### config.mk
export PLATFORM = sky130hd
export DESIGN_NAME = contiguous_page_allocator_unit
export DESIGN_NICKNAME = d
export VERILOG_FILES = /design/src/rtl/cpa_pkg.sv /design/src/rtl/cpa_page_map.sv /design/src/rtl/cpa_serial_addsub.sv /design/src/rtl/contiguous_page_allocator_unit.sv
export SDC_FILE = /design/constraint.sdc
export NUM_CORES = 1
export LEC_CHECK = 0
export BUFFER_PORTS_ARGS = -buffer_cell sky130_fd_sc_hd__buf_4
export CORE_MARGIN = 4
export CORE_UTILIZATION = 40
export CTS_CLUSTER_DIAMETER = 50
export DETAILED_ROUTE_END_ITERATION = 8
export GPL_TIMING_DRIVEN = 0
export PLACE_DENSITY_LB_ADDON = 0.15
export SLEW_MARGIN = 20
export SYNTH_ARGS = -nofsm -noshare
export SYNTH_HDL_FRONTEND = slang
export SYNTH_SLANG_ARGS = --single-unit
export TNS_END_PERCENT = 100
### constraint.sdc
create_clock -name clock -period 23.6 [get_ports clock]
set_input_delay 3.54 -clock clock [delete_from_list [all_inputs] [get_ports clock]]
set_output_delay 3.54 -clock clock [all_outputs]
set_load 0.005 [all_outputs]
### src/rtl/cpa_pkg.sv
// shared constants, codes and interface structs of the contiguous page allocator
// no dependencies; imported by every rtl module of the block
package cpa_pkg;

   localparam int NUM_PAGES = 256;
   localparam int PAGE_BITS = 12;

   localparam int ADDR_W   = 32;
   localparam int SIZE_W   = 21;
   localparam int STATUS_W = 2;
   localparam int RP_W     = 9;

   localparam int IDX_W   = $clog2(NUM_PAGES);
   localparam int CNT_W   = $clog2(NUM_PAGES + 1);
   localparam int LIM_W   = (CNT_W > RP_W) ? CNT_W : RP_W;
   localparam int PG_W    = SIZE_W - PAGE_BITS + 1;
   localparam int FIRST_W = ADDR_W - PAGE_BITS;
   localparam int SUM_W   = FIRST_W + 1;

   localparam int SER_CNT_W = $clog2(ADDR_W + 1);

   localparam int REQ_TDATA_W = ((SIZE_W + ADDR_W + 7) / 8) * 8;
   localparam int RSP_TDATA_W = ((ADDR_W + STATUS_W + 7) / 8) * 8;

   localparam int CSR_IDX_W = 1;
   localparam logic [CSR_IDX_W-1:0] REG_REGION_BASE  = 1'b0;
   localparam logic [CSR_IDX_W-1:0] REG_REGION_PAGES = 1'b1;

   localparam logic OP_ALLOC = 1'b0;
   localparam logic OP_FREE  = 1'b1;

   typedef enum logic [STATUS_W-1:0] {
      STAT_OK      = 2'd0,
      STAT_NOSPACE = 2'd1,
      STAT_RANGE   = 2'd2
   } status_type;

   typedef enum logic [3:0] {
      ST_CLEAR,
      ST_IDLE,
      ST_SCAN,
      ST_MARK,
      ST_ADD,
      ST_FREE_SUB,
      ST_FREE_CHK,
      ST_FREE_CLR,
      ST_DONE
   } state_type;

   typedef struct packed {
      logic             rd_en;
      logic             wr_en;
      logic             wr_bit;
      logic [IDX_W-1:0] addr;
   } map_cmd_type;

   typedef struct packed {
      logic start;
      logic sub;
   } ser_cmd_type;

   typedef struct packed {
      logic              done;
      logic [ADDR_W-1:0] result;
   } ser_stat_type;

endpackage

### src/rtl/cpa_page_map.sv
// page usage map: one used bit per page, single port, registered read
// depends on cpa_pkg
module cpa_page_map (
   input  logic               clock,
   input  cpa_pkg::map_cmd_type cmd,
   output logic               rd_bit
);
   import cpa_pkg::*;

   logic mem [NUM_PAGES];
   logic rd_bit_ff;

   always_ff @(posedge clock) begin
      if (cmd.wr_en) begin
         mem[cmd.addr] <= cmd.wr_bit;
      end
      if (cmd.rd_en) begin
         rd_bit_ff <= mem[cmd.addr];
      end
   end

   assign rd_bit = rd_bit_ff;

endmodule

### src/rtl/cpa_serial_addsub.sv
// bit-serial adder / subtractor, lsb first, one bit per cycle
// depends on cpa_pkg
module cpa_serial_addsub (
   input  logic                        clock,
   input  logic                        reset,
   input  cpa_pkg::ser_cmd_type        cmd,
   input  logic [cpa_pkg::ADDR_W-1:0]  a,
   input  logic [cpa_pkg::ADDR_W-1:0]  b,
   output cpa_pkg::ser_stat_type       stat
);
   import cpa_pkg::*;

   logic [ADDR_W-1:0]    a_sh_ff, a_sh_in;
   logic [ADDR_W-1:0]    b_sh_ff, b_sh_in;
   logic [ADDR_W-1:0]    sum_sh_ff, sum_sh_in;
   logic                 carry_ff, carry_in;
   logic                 sub_ff, sub_in;
   logic [SER_CNT_W-1:0] cnt_ff, cnt_in;
   logic                 done_ff, done_in;

   logic bit_a, bit_b, sum_bit, carry_out;

   always_comb begin
      bit_a     = a_sh_ff[0];
      bit_b     = b_sh_ff[0] ^ sub_ff;
      sum_bit   = bit_a ^ bit_b ^ carry_ff;
      carry_out = (bit_a & bit_b) | (bit_a & carry_ff) | (bit_b & carry_ff);
   end

   always_comb begin
      a_sh_in   = a_sh_ff;
      b_sh_in   = b_sh_ff;
      sum_sh_in = sum_sh_ff;
      carry_in  = carry_ff;
      sub_in    = sub_ff;
      cnt_in    = cnt_ff;
      done_in   = (cnt_ff == SER_CNT_W'(1)) && !cmd.start;
      if (cmd.start) begin
         a_sh_in  = a;
         b_sh_in  = b;
         carry_in = cmd.sub;
         sub_in   = cmd.sub;
         cnt_in   = SER_CNT_W'(ADDR_W);
      end else if (cnt_ff != '0) begin
         a_sh_in   = {1'b0, a_sh_ff[ADDR_W-1:1]};
         b_sh_in   = {1'b0, b_sh_ff[ADDR_W-1:1]};
         sum_sh_in = {sum_bit, sum_sh_ff[ADDR_W-1:1]};
         carry_in  = carry_out;
         cnt_in    = cnt_ff - SER_CNT_W'(1);
      end
   end

   always_ff @(posedge clock) begin
      if (reset) begin
         cnt_ff  <= '0;
         done_ff <= 1'b0;
      end else begin
         cnt_ff  <= cnt_in;
         done_ff <= done_in;
      end
      a_sh_ff   <= a_sh_in;
      b_sh_ff   <= b_sh_in;
      sum_sh_ff <= sum_sh_in;
      carry_ff  <= carry_in;
      sub_ff    <= sub_in;
   end

   assign stat.done   = done_ff;
   assign stat.result = sum_sh_ff;

endmodule

### src/rtl/contiguous_page_allocator_unit.sv
// first-fit page allocator over a one-bit-per-page usage map; uses cpa_pkg,
// cpa_page_map and cpa_serial_addsub
// allocate: map scan, run mark, serial add of base and run offset; no space: ends after the scan
// free: serial subtract of base, range check, run clear; out of range: ends after the range check;
// zero size: goes straight to the response; one transaction at a time
// synchronous reset; afterwards a pass over all 256 map entries clears the map with req_tready low
module contiguous_page_allocator_unit (
   input  logic                              clock,
   input  logic                              reset,
   // request channel
   input  logic                              req_tvalid,
   output logic                              req_tready,
   input  logic [cpa_pkg::REQ_TDATA_W-1:0]   req_tdata,   // size_bytes[20:0], addr_in[52:21]
   input  logic                              req_tuser,   // op: 0 allocate, 1 free
   // response channel
   output logic                              rsp_tvalid,
   input  logic                              rsp_tready,
   output logic [cpa_pkg::RSP_TDATA_W-1:0]   rsp_tdata,   // addr_out[31:0], status[33:32]
   // register write port
   input  logic                              csr_we,
   input  logic [cpa_pkg::CSR_IDX_W-1:0]     csr_index,
   input  logic [cpa_pkg::ADDR_W-1:0]        csr_wdata
);
   import cpa_pkg::*;

   // config registers
   logic [ADDR_W-1:0] region_base_ff;
   logic [RP_W-1:0]   region_pages_ff;

   // control and datapath registers
   state_type         state_ff, state_in;
   logic [LIM_W-1:0]  ptr_ff, ptr_in;        // scan / mark / clear pointer
   logic [LIM_W-1:0]  end_ff, end_in;        // last page of run to write
   logic [LIM_W-1:0]  start_ff, start_in;    // first page of granted run
   logic [PG_W-1:0]   run_ff, run_in;        // free pages seen in a row
   logic              chk_ff, chk_in;        // map read in flight
   logic [LIM_W-1:0]  chk_idx_ff, chk_idx_in;
   logic [PG_W-1:0]   pages_ff, pages_in;
   logic [ADDR_W-1:0] res_addr_ff, res_addr_in;
   status_type        res_status_ff, res_status_in;

   // output register
   logic              rsp_valid_ff, rsp_valid_in;
   logic [ADDR_W-1:0] rsp_addr_ff, rsp_addr_in;
   status_type        rsp_status_ff, rsp_status_in;

   // submodule links
   map_cmd_type       map_cmd;
   logic              map_rdata;
   ser_cmd_type       ser_cmd;
   ser_stat_type      ser_stat;
   logic [ADDR_W-1:0] ser_a, ser_b;

   // request fields
   logic [SIZE_W-1:0] req_size;
   logic [ADDR_W-1:0] req_addr;
   logic              req_size_zero;
   logic [PG_W-1:0]   req_pages;

   // decode helpers
   logic [LIM_W-1:0]   lim;
   logic               scan_issue, scan_hit, scan_miss, mark_last, rsp_slot_free;
   logic [SUM_W-1:0]   scan_start_w;
   logic [FIRST_W-1:0] free_first;
   logic [SUM_W-1:0]   free_sum, free_end_w;
   logic               range_bad;

   assign req_size      = req_tdata[SIZE_W-1:0];
   assign req_addr      = req_tdata[SIZE_W+ADDR_W-1:SIZE_W];
   assign req_size_zero = (req_size == '0);
   // round up to whole pages
   assign req_pages     = PG_W'(req_size[SIZE_W-1:PAGE_BITS])
                        + PG_W'(req_size[PAGE_BITS-1:0] != '0);

   // usable pages: smaller of register and map depth
   assign lim = (LIM_W'(region_pages_ff) < LIM_W'(NUM_PAGES)) ?
                LIM_W'(region_pages_ff) : LIM_W'(NUM_PAGES);

   assign scan_issue   = (ptr_ff < lim);
   assign scan_hit     = chk_ff && !map_rdata && ((run_ff + PG_W'(1)) == pages_ff);
   assign scan_miss    = !chk_ff && !scan_issue;
   assign scan_start_w = SUM_W'(chk_idx_ff) + SUM_W'(1) - SUM_W'(pages_ff);
   assign mark_last    = (ptr_ff == end_ff);

   // free: first page from the serial difference, bound check against usable pages
   assign free_first = ser_stat.result[ADDR_W-1:PAGE_BITS];
   assign free_sum   = SUM_W'(free_first) + SUM_W'(pages_ff);
   assign free_end_w = free_sum - SUM_W'(1);
   assign range_bad  = (free_sum > SUM_W'(lim));

   assign rsp_slot_free = !rsp_valid_ff || rsp_tready;

   // serial unit operands: addr_in - base on free, base + run offset on allocate
   assign ser_a = (state_ff == ST_IDLE) ? req_addr : region_base_ff;
   assign ser_b = (state_ff == ST_IDLE) ? region_base_ff
                                        : (ADDR_W'(start_ff) << PAGE_BITS);

   cpa_page_map u_map (
      .clock  (clock),
      .cmd    (map_cmd),
      .rd_bit (map_rdata)
   );

   cpa_serial_addsub u_ser (
      .clock (clock),
      .reset (reset),
      .cmd   (ser_cmd),
      .a     (ser_a),
      .b     (ser_b),
      .stat  (ser_stat)
   );

   // next state
   always_comb begin
      state_in = state_ff;
      case (state_ff)
         ST_CLEAR: begin
            if (ptr_ff == LIM_W'(NUM_PAGES - 1)) state_in = ST_IDLE;
         end
         ST_IDLE: begin
            if (req_tvalid) begin
               if (req_size_zero)            state_in = ST_DONE;
               else if (req_tuser == OP_ALLOC) state_in = ST_SCAN;
               else                          state_in = ST_FREE_SUB;
            end
         end
         ST_SCAN: begin
            if (scan_hit)       state_in = ST_MARK;
            else if (scan_miss) state_in = ST_DONE;
         end
         ST_MARK: begin
            if (mark_last) state_in = ST_ADD;
         end
         ST_ADD: begin
            if (ser_stat.done) state_in = ST_DONE;
         end
         ST_FREE_SUB: begin
            if (ser_stat.done) state_in = ST_FREE_CHK;
         end
         ST_FREE_CHK: begin
            if (range_bad) state_in = ST_DONE;
            else           state_in = ST_FREE_CLR;
         end
         ST_FREE_CLR: begin
            if (mark_last) state_in = ST_DONE;
         end
         ST_DONE: begin
            if (rsp_slot_free) state_in = ST_IDLE;
         end
         default: state_in = ST_IDLE;
      endcase
   end

   assign req_tready = (state_ff == ST_IDLE);

   // datapath and submodule controls
   always_comb begin
      ptr_in        = ptr_ff;
      end_in        = end_ff;
      start_in      = start_ff;
      run_in        = run_ff;
      chk_in        = chk_ff;
      chk_idx_in    = chk_idx_ff;
      pages_in      = pages_ff;
      res_addr_in   = res_addr_ff;
      res_status_in = res_status_ff;
      rsp_valid_in  = rsp_valid_ff && !rsp_tready;
      rsp_addr_in   = rsp_addr_ff;
      rsp_status_in = rsp_status_ff;
      map_cmd       = '0;
      ser_cmd       = '0;
      case (state_ff)
         ST_CLEAR: begin
            // sweep every map entry to free
            map_cmd.wr_en  = 1'b1;
            map_cmd.wr_bit = 1'b0;
            map_cmd.addr   = ptr_ff[IDX_W-1:0];
            ptr_in         = ptr_ff + LIM_W'(1);
         end
         ST_IDLE: begin
            if (req_tvalid) begin
               pages_in = req_pages;
               if (req_size_zero) begin
                  res_addr_in   = '0;
                  res_status_in = STAT_RANGE;
               end else if (req_tuser == OP_ALLOC) begin
                  ptr_in = '0;
                  run_in = '0;
                  chk_in = 1'b0;
               end else begin
                  ser_cmd.start = 1'b1;
                  ser_cmd.sub   = 1'b1;
               end
            end
         end
         ST_SCAN: begin
            // read one page per cycle, judge it in the cycle after the read
            if (chk_ff) begin
               if (map_rdata) run_in = '0;
               else           run_in = run_ff + PG_W'(1);
            end
            if (scan_hit) begin
               start_in = scan_start_w[LIM_W-1:0];
               ptr_in   = scan_start_w[LIM_W-1:0];
               end_in   = chk_idx_ff;
               chk_in   = 1'b0;
            end else if (scan_issue) begin
               map_cmd.rd_en = 1'b1;
               map_cmd.addr  = ptr_ff[IDX_W-1:0];
               chk_in        = 1'b1;
               chk_idx_in    = ptr_ff;
               ptr_in        = ptr_ff + LIM_W'(1);
            end else begin
               chk_in = 1'b0;
               if (scan_miss) begin
                  res_addr_in   = '0;
                  res_status_in = STAT_NOSPACE;
               end
            end
         end
         ST_MARK: begin
            map_cmd.wr_en  = 1'b1;
            map_cmd.wr_bit = 1'b1;
            map_cmd.addr   = ptr_ff[IDX_W-1:0];
            ptr_in         = ptr_ff + LIM_W'(1);
            if (mark_last) begin
               ser_cmd.start = 1'b1;
               ser_cmd.sub   = 1'b0;
            end
         end
         ST_ADD: begin
            if (ser_stat.done) begin
               res_addr_in   = ser_stat.result;
               res_status_in = STAT_OK;
            end
         end
         ST_FREE_SUB: begin
            // wait for addr_in - region_base
         end
         ST_FREE_CHK: begin
            if (range_bad) begin
               res_addr_in   = '0;
               res_status_in = STAT_RANGE;
            end else begin
               ptr_in = free_first[LIM_W-1:0];
               end_in = free_end_w[LIM_W-1:0];
            end
         end
         ST_FREE_CLR: begin
            map_cmd.wr_en  = 1'b1;
            map_cmd.wr_bit = 1'b0;
            map_cmd.addr   = ptr_ff[IDX_W-1:0];
            ptr_in         = ptr_ff + LIM_W'(1);
            if (mark_last) begin
               res_addr_in   = '0;
               res_status_in = STAT_OK;
            end
         end
         ST_DONE: begin
            // hand the result to the output register once it is free
            if (rsp_slot_free) begin
               rsp_valid_in  = 1'b1;
               rsp_addr_in   = res_addr_ff;
               rsp_status_in = res_status_ff;
            end
         end
         default: begin
         end
      endcase
   end

   always_ff @(posedge clock) begin
      if (reset) begin
         state_ff        <= ST_CLEAR;
         ptr_ff          <= '0;
         chk_ff          <= 1'b0;
         rsp_valid_ff    <= 1'b0;
         region_base_ff  <= '0;
         region_pages_ff <= RP_W'(256);
      end else begin
         state_ff     <= state_in;
         ptr_ff       <= ptr_in;
         chk_ff       <= chk_in;
         rsp_valid_ff <= rsp_valid_in;
         if (csr_we) begin
            case (csr_index)
               REG_REGION_BASE:  region_base_ff  <= csr_wdata;
               REG_REGION_PAGES: region_pages_ff <= csr_wdata[RP_W-1:0];
               default: begin
               end
            endcase
         end
      end
      end_ff        <= end_in;
      start_ff      <= start_in;
      run_ff        <= run_in;
      chk_idx_ff    <= chk_idx_in;
      pages_ff      <= pages_in;
      res_addr_ff   <= res_addr_in;
      res_status_ff <= res_status_in;
      rsp_addr_ff   <= rsp_addr_in;
      rsp_status_ff <= rsp_status_in;
   end

   assign rsp_tvalid = rsp_valid_ff;
   assign rsp_tdata  = RSP_TDATA_W'({rsp_status_ff, rsp_addr_ff});

   // a run under count never reaches the requested length while scanning
   a_run_below_pages: assert property (@(posedge clock) disable iff (reset)
      (state_ff == ST_SCAN) |-> (run_ff < pages_ff))
      else $error("run counter reached page count inside scan");

   // a new response only comes out of the done state
   a_rsp_from_done: assert property (@(posedge clock) disable iff (reset)
      $rose(rsp_tvalid) |-> $past(state_ff == ST_DONE))
      else $error("response raised outside done state");

   // mark and free writes stay inside the usable pages
   a_write_in_region: assert property (@(posedge clock) disable iff (reset)
      (map_cmd.wr_en && (state_ff != ST_CLEAR)) |-> (ptr_ff < lim))
      else $error("map write beyond usable pages");

   // serial unit finishes only where its result is consumed
   a_ser_done_state: assert property (@(posedge clock) disable iff (reset)
      ser_stat.done |-> ((state_ff == ST_ADD) || (state_ff == ST_FREE_SUB)))
      else $error("serial result arrived in unexpected state");

endmodule
* Yosys cells after proc, flatten, opt, wreduce, memory -nomap -nowiden
Memories as Yosys holds them, arrays and structs flattened. A register that Yosys moved wholly into a read port is not among the register bits.
Index checks and enable logic that the tools add are counted.
W data, S select, Z words.
** Word-level totals
- Bits in registers :: 276
- Bits in writable memories :: 256
- Memories :: 1
- Output and inout port bits :: 42
** Operators by class
- Add/sub/neg operators :: 8
- $lt $le $gt $ge :: 3
- Equal/unequal tests :: 31
- Bitwise logic cells :: 11
- Multiplexer cells :: 78
- Reductions and logical operators :: 37
** Memory list
- u_map.mem :: words 256, bits a word 1, read ports 1, clocked after Yosys merged registers in 1, write ports 1, RTL line cpa_page_map.sv:10 : logic mem [NUM_PAGES];
** Operators by type and width (count)
- $mux W32 :: 14
- $pmux W32 S5 :: 1
- $mux W9 :: 9
- $mux W10 :: 5
- $mux W4 :: 11
- $pmux W4 S9 :: 1
- $pmux W9 S4 :: 1
- $ne A2 B2 Y1 const B :: 14
- $mux W2 :: 12
- $add A20 B10 Y21 :: 1
- $gt A21 B9 Y1 :: 1
- $logic_not A21 Y1 :: 1
- $pmux W10 S2 :: 1
- $add A9 B1 Y9 const B :: 2
- $pmux W9 S2 :: 1
- $eq A4 B3 Y1 const B :: 4
- $mux W8 :: 2
- $pmux W8 S2 :: 1
- $mux W1 :: 12
- $mux W6 :: 2
- $reduce_and A2 Y1 :: 6
- $reduce_bool A12 Y1 :: 1
- $add A10 B1 Y10 const B :: 1
- $add A9 B1 Y10 :: 1
- 38 further kinds :: 63

* Longest topological paths before layout
- Depth in word-level cells :: 9
- Gate-level depth with buffers :: 17
- Gate-level depth less buffers :: 17

* Modules after synthesis
A second synthesis with hierarchy kept.
** Unflattened totals
- Cells, all modules :: 1940
- Area total of the unflattened synthesis :: 24965.2 µm²
** Modules (own cells, without submodules)
- cpa_page_map :: sequential area each 7717.4 µm², instances 1, area each 11016.8 µm², cells an instance 748
- contiguous_page_allocator_unit :: sequential area each 4574.4 µm², instances 1, area each 9845.7 µm², cells an instance 975
- cpa_serial_addsub :: sequential area each 3083.0 µm², instances 1, area each 4102.7 µm², cells an instance 217

* Worst setup path before layout
OpenSTA, ideal clock, no wires.
- Path kind :: register to register
- Start point :: reg state_ff[0]
- End point :: reg u_ser.a_sh_ff[0], enable pin
- Path buffers :: 1
- Library setup time :: 0.425 ns
- Path slack :: 10.042 ns
- Cell stages (with the launch flop) :: 8
- Arrival time :: 13.134 ns
- Data required time :: 23.175 ns
- Path through :: dfxtp_1 > clkbuf_1 > nand2b_1 > nor3_1 > nand2b_1 > inv_1 > nor2_1 > nand2_1
** Between the ends
- Longest elaborated chain between the ends :: 3
** Ends and longest elaborated chain
- from (decl) :: RTL line contiguous_page_allocator_unit.sv:31 : state_type state_ff, state_in;
- from (signal assigned) :: RTL line contiguous_page_allocator_unit.sv:281 : state_ff <= state_in;
- $eq A4 B2 Y1 or $eq A4 B1 Y1 (tied branches) :: RTL line contiguous_page_allocator_unit.sv:172 : case (state_ff)
- $pmux W2 S2 * :: RTL line contiguous_page_allocator_unit.sv:172
- $reduce_bool A2 Y1 (no line) *
- to (signal assigned) :: RTL line cpa_serial_addsub.sv:61 : a_sh_ff <= a_sh_in;
- to (decl) :: RTL line cpa_serial_addsub.sv:13 : logic [ADDR_W-1:0] a_sh_ff, a_sh_in;
Every way passes the cells marked *; elsewhere a longest branch is shown, timed or not.
A chain may end at the register's enable or synchronous reset.

* Final worst setup path
- Start point :: reg state_ff[0]
- End point :: out req_tready
** Between the ends
- Longest elaborated chain between the ends :: 1
** Ends and longest elaborated chain
- $eq A4 B1 Y1 :: RTL line contiguous_page_allocator_unit.sv:154 : assign req_tready = (state_ff == ST_IDLE);
- to (decl) :: RTL line contiguous_page_allocator_unit.sv:12 : output logic req_tready,
No other way between the ends.

==> flow_metrics.tcl <==
set metrics [dict create \
    status "complete, no violations" \
    end_kind "output pin" \
    area_delta_synth_final_pct 18.83 \
    multi_input_area_um2 8816 \
    gp_congestion 0.9292 \
    hpwl_um 53830 \
    crit_type "reg2out" \
    cp-start-kind "flop" \
    regArea_um2 15370 \
    ios 137 \
    grt_max_degree 37 \
    crit_chain "clkbuf_1, nor2b_1, nand2_1, clkinv_1, clkbuf_1, buf_4" \
    crit_top_cell "clkbuf_1" \
    max_clock_freq_mhz 151.2 \
    avgSynthCellArea_um2 11.10 \
    synth_compound_area_frac 0.1033 \
    synth-async-reset-ratio 0 \
    post-route-util 0.4804 \
    clk_latency_ns 0.61 \
    hp-class "reg2reg" \
    r2r_start "region_pages_ff[8]" \
    synthMuxAreaShare 0.03486 \
    skew_ns 0.02558 \
    crit_fanout 10 \
    synthAdderAreaFrac 0.02698 \
    min_to "rsp_addr_ff[25]" \
    seqPwrFrac 0.450 \
    die_h_um 257.7 \
    maxSlewViolCount 0 \
    synthesis.area_um2 24950 \
    stdcell_count 3367 \
    r2r_end "u_map.rd_bit" \
    hold_viol 0 \
    switching_share 0.2723 \
    start_util 0.4043 \
    die_w_um 257.7 \
    cts_buffer_depth 3 \
    p_int_mw 2.007 \
    drive_above_1_share 0.1435 \
    hold-path-cell-count 0 \
    crit_path_max_incr_delay_ns 0.51 \
    fin_nets 2620 \
    synth_edf_count 470 \
    die-area_um2 66430 \
    cts_root_buffer "clkbuf_16" \
    yosys.area.top_type "edfxtp_1" \
    viasPerCell 5.490 \
    r2r_slack_ns 18.63 \
    clkTransAtPathRegs_ns 0.06 \
    cts_setup_buffers 0 \
    cp.arrival_ns 3.08 \
    post_dp_cell_area_um2 27260 \
    track_usage 0.2185 \
    ctsHoldBuffers 0 \
    wire_per_inst_um 22.12 \
    dp_cells 3239 \
    relSlewSlack 0.2575 \
    final-setup-viol-count 0 \
    power_density_nw_per_um2 93.01 \
    synthSimpleGateAreaFrac 0.1635 \
    period_minus_slack_ns 6.615 \
    synth.area.top_cells "edfxtp_1, nor2_1, dfxtp_1, nand2_1, a21oi_1" \
    fillers 5676 \
    vias 18490 \
    cts_resized 0 \
    ir_drop_v 0.00006079 \
    period_share 0.2803 \
    diodes 0 \
    layout_commonest_cell "edfxtp_1" \
    tightest_slew_ns 1.110 \
    yosys_warnings 0 \
    ys_seq_area_frac 0.6163 \
    final_area_um2 29650 \
    tns_ns 0 \
    comb_power_share 0.155 \
    drcViolationCount 0 \
    antenna_found_initial 0 \
    htree_levels 3 \
    fin_hold_ws_ns 0.4129 \
    yosys_register_bits 533 \
    numCtsBuffers 69 \
    reg2reg_depth 16 \
    cts_tree "done" \
    synth-xor-area-share 0.02126 \
    drtAntennaViolNets 0 \
    cp_slowest_cell "clkbuf_1" \
    clkPwrFrac 0.396 \
    netlist.area_leader.share 0.5657 \
    synth.distinct_cells 89 \
    worstHoldStart "res_addr_ff[25]" \
    port_buffers 126 \
    ys.flop_type "edfxtp_1" \
    fp.coreArea_um2 61710 \
    rsz0062_at_grt "no" \
    drv_cap 0 \
    drtIter0Drc 1698 \
    drtPass1Iterations 6 \
    first_global_vias 18180 \
    synth_cells 2247 \
    rows 91 \
    cts_num_sinks 533 \
    final_cell_mix "edfxtp_1, nor2_1, nand2_1, buf_4, a21oi_1" \
    synth_top_family_by_area "simple AND/OR/NAND/NOR gates" \
    postRouteWirelength_um 74480 \
    grt_first_pass_wirelength_um 110600 \
    overflow 0 \
    p_switching_mw 0.7507 \
    p_leak_nw 9.979 \
    cp.required_ns 20.06 \
]
## routing by layer
layer	vias to the layer above	global-route usage	wire length, um
li1	8577	-	-
met3	185	0.04266	4765
met4	0	0.08711	3120
met5	-	0	0
met2	665	0.3725	36790
met1	9058	0.2753	29810
## per-stage QoR
| step | power [mW] | worst slack (ns) |
|---|---|---|
| floorplan | 1.518 | 10.04 |
| global placement | 1.662 | 0.2163 |
| detailed placement | 1.681 | 16.89 |
| CTS | 2.773 | 16.93 |
| global route | 2.861 | 16.82 |
| finish | 2.757 | 16.98 |
## cell usage after synthesis (all sizes together) (11+ instances only)
cell type / number
mux2: 17
o31ai: 16
and2: 41
o21ai: 64
and3: 11
inv: 53
edfxtp: 470
nor4: 12
a31oi: 54
a21oi: 125
xnor2: 37
o211ai: 17
ha: 49
nor2b: 15
mux4: 11
mux2i: 43
nor3: 49
nand3: 52
dfxtp: 63
nor2: 413
xor2: 21
nand4: 15
nand2: 300
clkbuf: 98
a222oi: 13
buf: 47
## worst max-delay path by stage
stage / startpoint / end / slack (ns)
6_report: state_ff[0] / req_tready / 16.98
4_1_cts: state_ff[0] / req_tready / 16.93
3_3_place_gp: state_ff[1] / u_ser.a_sh_ff[8] / 0.22
3_5_place_dp: req_tdata[2] / u_ser.b_sh_ff[12] / 16.89
2_1_floorplan: state_ff[0] / u_ser.a_sh_ff[0] / 10.04
5_1_grt: state_ff[0] / req_tready / 16.82
## state kept, by name (all words and copies together), names as in the netlist, 4 cells and up
signal / flops
run_ff: 10
u_ser.sum_sh_ff: 32
rsp_addr_ff: 32
u_ser.b_sh_ff: 32
region_base_ff: 32
chk_idx_ff: 9
ptr_ff: 9
u_ser.a_sh_ff: 32
res_addr_ff: 32
start_ff: 9
state_ff: 4
pages_ff: 10
end_ff: 9
u_ser.cnt_ff: 6
region_pages_ff: 9
u_map.mem: 256
## logic make-up after synthesis
kind of cell / count (synthesis)
xor gates and xnor gates: 59
muxes: 71
adders and majority gates: 52
buffers and inverters: 201
and+or+nand+nor: 937
AOI/OAI and AO/OA: 393
other: 1
DFF: 533
## power by group through the flow
stage,combinational (mW),sequential (mW),clock [mW]
global route,0.468,1.25,1.14
global placement,0.396,1.27,0
finish,0.427,1.24,1.09
detailed placement,0.424,1.26,0
CTS,0.426,1.24,1.11
floorplan,0.282,1.24,0
## cell type report
cell class	count	area share
Buffer	145	0.02127
Clock buffer	89	0.06470
Clock inverter	39	0.01574
Inverter	56	0.007090
Multi-Input combinational cell	1518	0.2974
Sequential cell	533	0.5186
Tap cell	837	0.03533
Timing Repair Buffer	150	0.03988
## critical path, delay by kind of cell, from the launching register on
kind | cells | cell delay (ns)
buf+inv | 4 | 1.50
simple gates | 2 | 0.66
flops | 1 | 0.30
Power figures use the tool's default switching activity.
